$ cat config.mk
export PLATFORM = sky130hd
export DESIGN_NAME = pulse_distance_frame_encoder_top
export DESIGN_NICKNAME = d
export VERILOG_FILES = /design/src/sv/pdfe_pkg.sv /design/src/sv/pdfe_fifo.sv /design/src/sv/pdfe_front.sv /design/src/sv/pdfe_back.sv /design/src/sv/pulse_distance_frame_encoder_top.sv
export SDC_FILE = /design/constraint.sdc
export NUM_CORES = 1
export LEC_CHECK = 0
export BUFFER_PORTS_ARGS = -buffer_cell sky130_fd_sc_hd__buf_2
export CAP_MARGIN = 10
export CORE_MARGIN = 5
export CORE_UTILIZATION = 60
export CTS_BUF_LIST = sky130_fd_sc_hd__clkbuf_8 sky130_fd_sc_hd__clkbuf_16
export DETAILED_ROUTE_END_ITERATION = 10
export PLACE_DENSITY = 0.82
export SYNTH_ARGS = -nofsm -noshare
export SYNTH_HDL_FRONTEND = slang
export SYNTH_SLANG_ARGS = --single-unit
$ cat constraint.sdc
create_clock -name clk -period 3.82 [get_ports clk]
set_input_delay 0.382 -clock clk [delete_from_list [all_inputs] [get_ports clk]]
set_output_delay 0.382 -clock clk [all_outputs]
set_load 0.05 [all_outputs]
$ cat src/sv/pdfe_pkg.sv
// types and constants shared by the pulse-distance frame encoder
package pdfe_pkg;

    // widths of the fields and registers
    localparam int BIT_TIME_W = 15;
    localparam int DUR_W      = 16;
    localparam int BYTE_W     = 8;
    localparam int CFG_DATA_W = 16;
    localparam int CFG_ADDR_W = 2;
    localparam int SEG_IDX_W  = 6;

    // register indexes on the configuration port
    typedef logic [CFG_ADDR_W-1:0] reg_index_t;
    localparam reg_index_t REG_BIT_TIME    = 2'd0;
    localparam reg_index_t REG_HEADER_HIGH = 2'd1;
    localparam reg_index_t REG_HEADER_LOW  = 2'd2;

    // register reset values
    localparam logic [BIT_TIME_W-1:0] BIT_TIME_RST    = 15'd500;
    localparam logic [DUR_W-1:0]      HEADER_HIGH_RST = 16'd10000;
    localparam logic [DUR_W-1:0]      HEADER_LOW_RST  = 16'd5000;

    // segment numbering inside one frame
    typedef logic [SEG_IDX_W-1:0] seg_idx_t;
    localparam seg_idx_t SEG_LEAD_HI    = 6'd0;
    localparam seg_idx_t SEG_LEAD_LO    = 6'd1;
    localparam seg_idx_t SEG_HDR_HI     = 6'd2;
    localparam seg_idx_t SEG_HDR_LO     = 6'd3;
    localparam seg_idx_t SEG_DATA_FIRST = 6'd4;
    localparam seg_idx_t SEG_DATA_LAST  = 6'd35;
    localparam seg_idx_t SEG_STOP_HI    = 6'd36;
    localparam seg_idx_t SEG_STOP_LO    = 6'd37;

    typedef enum logic {
        ACT_START = 1'b0,
        ACT_DATA  = 1'b1
    } action_t;

    // input request
    typedef struct packed {
        action_t             action;
        logic [BYTE_W-1:0]   value;
    } in_item_t;

    // one line segment
    typedef struct packed {
        logic                level;
        logic [DUR_W-1:0]    duration_us;
        logic                last;
        logic                frame_end;
    } out_item_t;

    // classified work for the segment sequencer
    typedef struct packed {
        logic                is_start;
        logic [BYTE_W-1:0]   data;
        logic                with_stop;
    } cmd_t;

    // timing registers as seen by the sequencer
    typedef struct packed {
        logic [BIT_TIME_W-1:0] bit_time_us;
        logic [DUR_W-1:0]      header_high_us;
        logic [DUR_W-1:0]      header_low_us;
    } cfg_t;

endpackage

$ cat src/sv/pdfe_fifo.sv
// small register queue used between the encoder stages
module pdfe_fifo #(
    parameter int  DEPTH  = 2,
    parameter type item_t = logic
) (
    input  logic  clk,
    input  logic  rst_n,
    input  logic  push,
    input  item_t wdata,
    output logic  full,
    input  logic  pop,
    output item_t rdata,
    output logic  empty
);

    localparam int PW = (DEPTH > 1) ? $clog2(DEPTH) : 1;
    localparam int CW = $clog2(DEPTH + 1);

    item_t           mem_reg [DEPTH];
    logic [PW-1:0]   wr_ptr_reg, wr_ptr_next;
    logic [PW-1:0]   rd_ptr_reg, rd_ptr_next;
    logic [CW-1:0]   count_reg, count_next;
    logic            do_push, do_pop;

    // handshake qualification
    assign full    = (count_reg == CW'(DEPTH));
    assign empty   = (count_reg == '0);
    assign do_push = push && !full;
    assign do_pop  = pop && !empty;
    assign rdata   = mem_reg[rd_ptr_reg];

    // pointer and fill count update
    always_comb
    begin
        wr_ptr_next = wr_ptr_reg;
        rd_ptr_next = rd_ptr_reg;
        count_next  = count_reg;
        if (do_push)
        begin
            wr_ptr_next = (wr_ptr_reg == PW'(DEPTH - 1)) ? '0 : wr_ptr_reg + PW'(1);
        end
        if (do_pop)
        begin
            rd_ptr_next = (rd_ptr_reg == PW'(DEPTH - 1)) ? '0 : rd_ptr_reg + PW'(1);
        end
        if (do_push && !do_pop)
        begin
            count_next = count_reg + CW'(1);
        end
        else if (do_pop && !do_push)
        begin
            count_next = count_reg - CW'(1);
        end
    end

    always_ff @(posedge clk or negedge rst_n)
    begin
        if (!rst_n)
        begin
            wr_ptr_reg <= '0;
            rd_ptr_reg <= '0;
            count_reg  <= '0;
        end
        else
        begin
            wr_ptr_reg <= wr_ptr_next;
            rd_ptr_reg <= rd_ptr_next;
            count_reg  <= count_next;
        end
    end

    // storage write
    always_ff @(posedge clk)
    begin
        if (do_push)
        begin
            mem_reg[wr_ptr_reg] <= wdata;
        end
    end

    // fill count stays within the depth and agrees with the pointer distance
    a_count_range: assert property (@(posedge clk) disable iff (!rst_n)
        count_reg <= CW'(DEPTH))
        else $error("queue fill count beyond depth");

    a_ptr_match: assert property (@(posedge clk) disable iff (!rst_n)
        (empty || full) |-> (wr_ptr_reg == rd_ptr_reg))
        else $error("queue pointers disagree with fill count");

endmodule

$ cat src/sv/pdfe_front.sv
// front end: frame tracking and request classification
module pdfe_front (
    input  logic              clk,
    input  logic              rst_n,
    input  logic              accept,
    input  pdfe_pkg::in_item_t item,
    output logic              cmd_push,
    output pdfe_pkg::cmd_t    cmd
);

    import pdfe_pkg::*;

    logic [BYTE_W-1:0] bytes_left_reg, bytes_left_next;
    logic              frame_open_reg, frame_open_next;
    logic [BYTE_W-1:0] bytes_dec;

    assign bytes_dec = bytes_left_reg - BYTE_W'(1);

    // classify the request and update frame state
    always_comb
    begin
        bytes_left_next = bytes_left_reg;
        frame_open_next = frame_open_reg;
        cmd_push        = 1'b0;
        cmd.is_start    = (item.action == ACT_START);
        cmd.data        = item.value;
        cmd.with_stop   = 1'b0;
        if (accept)
        begin
            case (item.action)
                ACT_START:
                begin
                    cmd_push        = 1'b1;
                    cmd.with_stop   = (item.value == '0);
                    bytes_left_next = item.value;
                    frame_open_next = (item.value != '0);
                end
                ACT_DATA:
                begin
                    // data outside an open frame is dropped
                    if (frame_open_reg)
                    begin
                        cmd_push        = 1'b1;
                        cmd.with_stop   = (bytes_dec == '0);
                        bytes_left_next = bytes_dec;
                        frame_open_next = (bytes_dec != '0);
                    end
                end
                default:
                begin
                    cmd_push = 1'b0;
                end
            endcase
        end
    end

    always_ff @(posedge clk or negedge rst_n)
    begin
        if (!rst_n)
        begin
            bytes_left_reg <= '0;
            frame_open_reg <= 1'b0;
        end
        else
        begin
            bytes_left_reg <= bytes_left_next;
            frame_open_reg <= frame_open_next;
        end
    end

    // an open frame always has bytes outstanding
    a_open_count: assert property (@(posedge clk) disable iff (!rst_n)
        frame_open_reg == (bytes_left_reg != '0))
        else $error("frame open flag and byte count disagree");

    // the closing byte of a frame requests a stop pulse
    a_close_stop: assert property (@(posedge clk) disable iff (!rst_n)
        (cmd_push && !cmd.is_start && !frame_open_next) |-> cmd.with_stop)
        else $error("frame closed without stop pulse");

endmodule

$ cat src/sv/pdfe_back.sv
// back end: segment sequencer, one line segment per cycle while the segment queue is not full
module pdfe_back (
    input  logic               clk,
    input  logic               rst_n,
    input  pdfe_pkg::cfg_t     cfg,
    input  logic               cmd_empty,
    input  pdfe_pkg::cmd_t     cmd,
    output logic               cmd_pop,
    input  logic               seg_full,
    output logic               seg_push,
    output pdfe_pkg::out_item_t seg
);

    import pdfe_pkg::*;

    logic              busy_reg, busy_next;
    seg_idx_t          idx_reg, idx_next;
    cmd_t              cmd_reg, cmd_next;
    logic              emit, final_seg, load;
    logic [DUR_W-1:0]  t_one, t_two, hdr_hi, hdr_lo;
    seg_idx_t          rel;
    logic [2:0]        bit_sel;
    logic              bit_val;

    // zero timing registers count as one
    assign t_one  = (cfg.bit_time_us == '0) ? DUR_W'(1) : DUR_W'(cfg.bit_time_us);
    assign t_two  = {t_one[DUR_W-2:0], 1'b0};
    assign hdr_hi = (cfg.header_high_us == '0) ? DUR_W'(1) : cfg.header_high_us;
    assign hdr_lo = (cfg.header_low_us == '0) ? DUR_W'(1) : cfg.header_low_us;

    // sequencing control
    assign emit      = busy_reg && !seg_full;
    assign final_seg = (idx_reg == SEG_STOP_LO)
                       || ((idx_reg == SEG_DATA_LAST) && !cmd_reg.with_stop);
    assign load      = !cmd_empty && (!busy_reg || (emit && final_seg));
    assign cmd_pop   = load;
    assign seg_push  = emit;

    // bit selection inside the byte and complement
    assign rel     = idx_reg - SEG_DATA_FIRST;
    assign bit_sel = rel[3:1];
    assign bit_val = cmd_reg.data[bit_sel] ^ rel[4];

    // segment contents
    always_comb
    begin
        seg.last      = final_seg;
        seg.frame_end = 1'b0;
        seg.level     = 1'b1;
        seg.duration_us = t_one;
        case (idx_reg) inside
            SEG_LEAD_HI:
            begin
                seg.level = 1'b1;
            end
            SEG_LEAD_LO:
            begin
                seg.level = 1'b0;
            end
            SEG_HDR_HI:
            begin
                seg.level       = 1'b1;
                seg.duration_us = hdr_hi;
            end
            SEG_HDR_LO:
            begin
                seg.level       = 1'b0;
                seg.duration_us = hdr_lo;
            end
            [SEG_DATA_FIRST:SEG_DATA_LAST]:
            begin
                seg.level       = !rel[0];
                seg.duration_us = (rel[0] && bit_val) ? t_two : t_one;
            end
            SEG_STOP_HI:
            begin
                seg.level = 1'b1;
            end
            SEG_STOP_LO:
            begin
                seg.level     = 1'b0;
                seg.frame_end = 1'b1;
            end
            default:
            begin
                seg.level = 1'b0;
            end
        endcase
    end

    // sequencer state update
    always_comb
    begin
        busy_next = busy_reg;
        idx_next  = idx_reg;
        cmd_next  = cmd_reg;
        if (load)
        begin
            busy_next = 1'b1;
            cmd_next  = cmd;
            idx_next  = cmd.is_start ? SEG_LEAD_HI : SEG_DATA_FIRST;
        end
        else if (emit && final_seg)
        begin
            busy_next = 1'b0;
        end
        else if (emit)
        begin
            idx_next = idx_reg + SEG_IDX_W'(1);
        end
    end

    always_ff @(posedge clk or negedge rst_n)
    begin
        if (!rst_n)
        begin
            busy_reg <= 1'b0;
            idx_reg  <= SEG_LEAD_HI;
        end
        else
        begin
            busy_reg <= busy_next;
            idx_reg  <= idx_next;
        end
    end

    always_ff @(posedge clk)
    begin
        cmd_reg <= cmd_next;
    end

    // segment index stays inside the frame layout
    a_idx_range: assert property (@(posedge clk) disable iff (!rst_n)
        busy_reg |-> (idx_reg <= SEG_STOP_LO))
        else $error("segment index past stop pulse");

    // preamble segments only come from a start request
    a_preamble: assert property (@(posedge clk) disable iff (!rst_n)
        (busy_reg && (idx_reg < SEG_DATA_FIRST)) |-> cmd_reg.is_start)
        else $error("preamble segment for a data request");

    // a non-final segment advances the index by one
    a_advance: assert property (@(posedge clk) disable iff (!rst_n)
        (emit && !final_seg) |=> (busy_reg && (idx_reg == $past(idx_reg) + SEG_IDX_W'(1))))
        else $error("segment index did not advance");

    // stop segments only appear when requested
    a_stop_req: assert property (@(posedge clk) disable iff (!rst_n)
        (busy_reg && (idx_reg > SEG_DATA_LAST)) |-> cmd_reg.with_stop)
        else $error("stop pulse without request");

endmodule

$ cat src/sv/pulse_distance_frame_encoder_top.sv
// a request passes the command queue and the sequencer registers to the result queue
// the sequencer makes one segment per cycle while the result queue has room; a data
// byte gives 32 segments, 34 when it closes the frame; a start gives 36, or 38 for a
// zero count; requests queue up to CMD_DEPTH deep and results up to OUT_DEPTH deep
// reset: timing registers to 500, 10000 and 5000 us, queues empty, no frame open
module pulse_distance_frame_encoder_top #(
    parameter int CMD_DEPTH = 4,
    parameter int OUT_DEPTH = 2
) (
    input  logic                                 clk,
    input  logic                                 rst_n,
    input  logic                                 cfg_en,
    input  logic [pdfe_pkg::CFG_ADDR_W-1:0]      cfg_addr,
    input  logic [pdfe_pkg::CFG_DATA_W-1:0]      cfg_data,
    input  logic                                 push,
    input  pdfe_pkg::in_item_t                   item,
    output logic                                 full,
    input  logic                                 pop,
    output pdfe_pkg::out_item_t                  result,
    output logic                                 empty
);

    import pdfe_pkg::*;

    logic [BIT_TIME_W-1:0] bit_time_reg, bit_time_next;
    logic [DUR_W-1:0]      header_high_reg, header_high_next;
    logic [DUR_W-1:0]      header_low_reg, header_low_next;
    cfg_t                  cfg;
    logic                  accept;
    logic                  cmd_push, cmd_pop, cmd_empty, cmd_full;
    cmd_t                  cmd_in, cmd_out;
    logic                  seg_push, seg_full;
    out_item_t             seg;

    // configuration register writes
    always_comb
    begin
        bit_time_next    = bit_time_reg;
        header_high_next = header_high_reg;
        header_low_next  = header_low_reg;
        if (cfg_en)
        begin
            case (cfg_addr)
                REG_BIT_TIME:    bit_time_next    = cfg_data[BIT_TIME_W-1:0];
                REG_HEADER_HIGH: header_high_next = cfg_data;
                REG_HEADER_LOW:  header_low_next  = cfg_data;
                default:         bit_time_next    = bit_time_reg;
            endcase
        end
    end

    always_ff @(posedge clk or negedge rst_n)
    begin
        if (!rst_n)
        begin
            bit_time_reg    <= BIT_TIME_RST;
            header_high_reg <= HEADER_HIGH_RST;
            header_low_reg  <= HEADER_LOW_RST;
        end
        else
        begin
            bit_time_reg    <= bit_time_next;
            header_high_reg <= header_high_next;
            header_low_reg  <= header_low_next;
        end
    end

    assign cfg.bit_time_us    = bit_time_reg;
    assign cfg.header_high_us = header_high_reg;
    assign cfg.header_low_us  = header_low_reg;

    // request side handshake
    assign full   = cmd_full;
    assign accept = push && !cmd_full;

    pdfe_front u_front (
        .clk      (clk),
        .rst_n    (rst_n),
        .accept   (accept),
        .item     (item),
        .cmd_push (cmd_push),
        .cmd      (cmd_in)
    );

    // classified requests waiting for the sequencer
    pdfe_fifo #(
        .DEPTH  (CMD_DEPTH),
        .item_t (cmd_t)
    ) u_cmd_q (
        .clk   (clk),
        .rst_n (rst_n),
        .push  (cmd_push),
        .wdata (cmd_in),
        .full  (cmd_full),
        .pop   (cmd_pop),
        .rdata (cmd_out),
        .empty (cmd_empty)
    );

    pdfe_back u_back (
        .clk       (clk),
        .rst_n     (rst_n),
        .cfg       (cfg),
        .cmd_empty (cmd_empty),
        .cmd       (cmd_out),
        .cmd_pop   (cmd_pop),
        .seg_full  (seg_full),
        .seg_push  (seg_push),
        .seg       (seg)
    );

    // finished segments waiting to be taken
    pdfe_fifo #(
        .DEPTH  (OUT_DEPTH),
        .item_t (out_item_t)
    ) u_out_q (
        .clk   (clk),
        .rst_n (rst_n),
        .push  (seg_push),
        .wdata (seg),
        .full  (seg_full),
        .pop   (pop),
        .rdata (result),
        .empty (empty)
    );

endmodule
==> flow_metrics.tcl <==
set metrics [dict create \
    status "finished, final reports clean" \
    viasPerCell 6.354 \
    clock_path_buffers 2 \
    drive_above_1_share 0.3224 \
    grt_pass1_wl_um 25770 \
    yosysMostFrequentCell "edfxtp_1" \
    syn_area_sq_mm 0.007463 \
    antenna_found_initial 0 \
    dpl.hpwl_um 11010 \
    rows 40 \
    power_switching_w 0.003091 \
    ir_drop_mv 0.4537 \
    seqCellArea_sq_mm 0.004484 \
    swShare 0.3948 \
    p_leak_nw 3.233 \
    drt-total-wl_um 15790 \
    worstMarginPinSlew_ns 1.062 \
    syn_to_final_growth_pct 13.98 \
    startpoint_type "register" \
    ys_async_sr_fraction 0.4596 \
    grt_overflow_total 0 \
    ys_seq_area_frac 0.6008 \
    multi_input_area_sq_mm 0.002820 \
    place_congestion 0.9313 \
    drt_iter0_drc 404 \
    maxSlewHeadroom 0.2866 \
    ys_seq_elements 161 \
    p_seq_frac 0.392 \
    firstDrtPassIters 5 \
    fp.dieArea_sq_mm 0.01477 \
    synth_top_cell_area_share 0.3500 \
    worst-path-max-fanout 8 \
    cp.arrival_ns 3.44 \
    tns_ns 0 \
    power.internal_w 0.004738 \
    initial_utilization 0.6162 \
    synth_edf_count 87 \
    coreArea_sq_mm 0.01211 \
    postCtsSetupRepairBufs 0 \
    cts_sinks 161 \
    dpl.cell_count 743 \
    ys.flop_type "edfxtp_1" \
    hold_class "primary input to register" \
    cts_max_level 4 \
    cts-root-buf "clkbuf_16" \
    finalHoldViolCount 0 \
    cts_tree "yes" \
    cts_buffers 17 \
    yosys_warnings 0 \
    antenna-diode-count 0 \
    required_ns 4.13 \
    yosys.area.top_type "edfxtp_1" \
    worst_setup_path_end_kind "register" \
    largest_reg_flops 40 \
    fin_skew_ns 0.009813 \
    synth_area_leaders "edfxtp_1, dfrtp_1, mux2_2, dfstp_2, mux4_2" \
    power_frac_comb 0.386 \
    critPathKind "register to register" \
    nNetsFinal 645 \
    hold_slack_ns 0.2025 \
    synth_cell_types 60 \
    clkSlewWorstSetupHoldPaths_ns 0.06 \
    fp.dieH_um 121.5 \
    grt_start_max_net_pins 56 \
    period_share 0.8190 \
    num_vias 4931 \
    io_pins 53 \
    dieWidth_um 121.5 \
    num-fill-cells 820 \
    period_needed_ns 3.129 \
    utilization 0.7024 \
    slew_violations 0 \
    placed_area_sq_mm 0.007888 \
    final_cells 776 \
    fin_area_sq_mm 0.008507 \
    rsz0062_at_grt "no" \
    postRouteAntennaNets 0 \
    synth_common_cells "edfxtp_1, mux2_2, dfrtp_1" \
    fmax_mhz 319.6 \
    track_usage 0.2296 \
    wl_per_cell_um 20.35 \
    ctsHoldBuffers 1 \
    io_buffers 52 \
    power.density_mw_per_mm2 920.3 \
    syn-num-nets 589 \
    drc 0 \
    first_global_vias 4843 \
    postSynthAreaPerCell_sq_um 13.85 \
    drv_cap 0 \
    clkPwrFrac 0.222 \
    clock_latency_ns 0.43 \
    synth_cells 539 \
    setup_viol 0 \
    postCtsResizedCells 0 \
]
## logic make-up (layout without fill, tap and decap cells)
kind of cell               after synthesis  count (layout)  share of synthesized area
DFF                                    161             161                     0.6008
and+or+nand+nor                        116             116                    0.08600
AOI/OAI and AO/OA                      100             100                    0.08684
muxes                                   86              86                     0.1499
buffers and inverters                   39             108                    0.02196
xor gates and xnor gates                19              19                    0.02330
adders and majority gates               18              18                    0.03118
## through the flow
stage | setup slack, ns | power [W]
after floorplan | 0.7331 | 0.005381
after global placement | 0.9293 | 0.005930
after detailed placement | 0.7748 | 0.006080
after CTS | 0.7290 | 0.007847
after global routing | 0.5095 | 0.008272
final | 0.6912 | 0.007829
## routing by layer
layer	GRT usage	wire (um)	share of wire	up-vias
li1	-	-	-	2219
met1	0.3212	6751	0.43	2414
met2	0.3444	7471	0.47	249
met3	0.05850	1123	0.071	49
met4	0.09944	446	0.028	0
met5	0	0	0	-
## layout make-up
type,count,share of cell area
clock buffer,17,0.05001
multi-input combinational,339,0.3315
sequential,161,0.5271
tap,168,0.02471
clock inverter,15,0.02162
timing repair buffer,60,0.03795
inverter,16,0.007060
## power by group through the flow
| stage | Sequential, W | Combinational (W) | Clock (W) |
|---|---|---|---|
| 2_1_floorplan | 0.00287 | 0.00252 | 0 |
| 3_3_place_gp | 0.00304 | 0.00289 | 0 |
| 3_5_place_dp | 0.00310 | 0.00298 | 0 |
| 4_1_cts | 0.00307 | 0.00302 | 0.00176 |
| 5_1_grt | 0.00314 | 0.00328 | 0.00185 |
| 6_report | 0.00307 | 0.00302 | 0.00174 |
## critical path: stages, from the launching register on
cell and delay (ns):
dfrtp_1 0.44, inv_1 0.17, ha_1 0.28, nand3b_1 0.11
a21oi_1 0.54, nand2_1 0.20, a21oi_2 0.21, inv_1 0.07
ha_1 0.22, inv_1 0.07, fa_1 0.42, mux2_2 0.27
## path summary, 6_finish.rpt
kind | slack, ns | start | cells past startpoint | to
max | 0.69 | u_back.idx_reg[2] | 11 | u_cmd_q.count_reg[1]
max in group asynchronous | 2.34 | rst_n | 3 | u_out_q.rd_ptr_reg
min in group asynchronous | 0.43 | rst_n | 2 | header_high_reg[11]
max reg2reg | 0.69 | u_back.idx_reg[2] | 11 | u_cmd_q.count_reg[1]
min reg2reg | 0.50 | u_out_q.wr_ptr_reg | 1 | u_out_q.wr_ptr_reg
min | 0.20 | cfg_data[15] | 2 | header_high_reg[15]
## placed cells by master (no fill, tap or decap), drive strengths merged, types with 8 or more instances in the layout
cell and instances:
a31oi 11, nand3 12, inv 19, edfxtp 87, o21ai 24, a21oi 19
nand2 20, o211ai 13, buf 59, nor4 14, nor2 20, mux2 70
nand4 12, ha 17, dfstp 16, clkbuf 17, mux4 12, dfrtp 58
xnor2 11, xor2 8, o22ai 10
(Power assumes the default switching activity.)
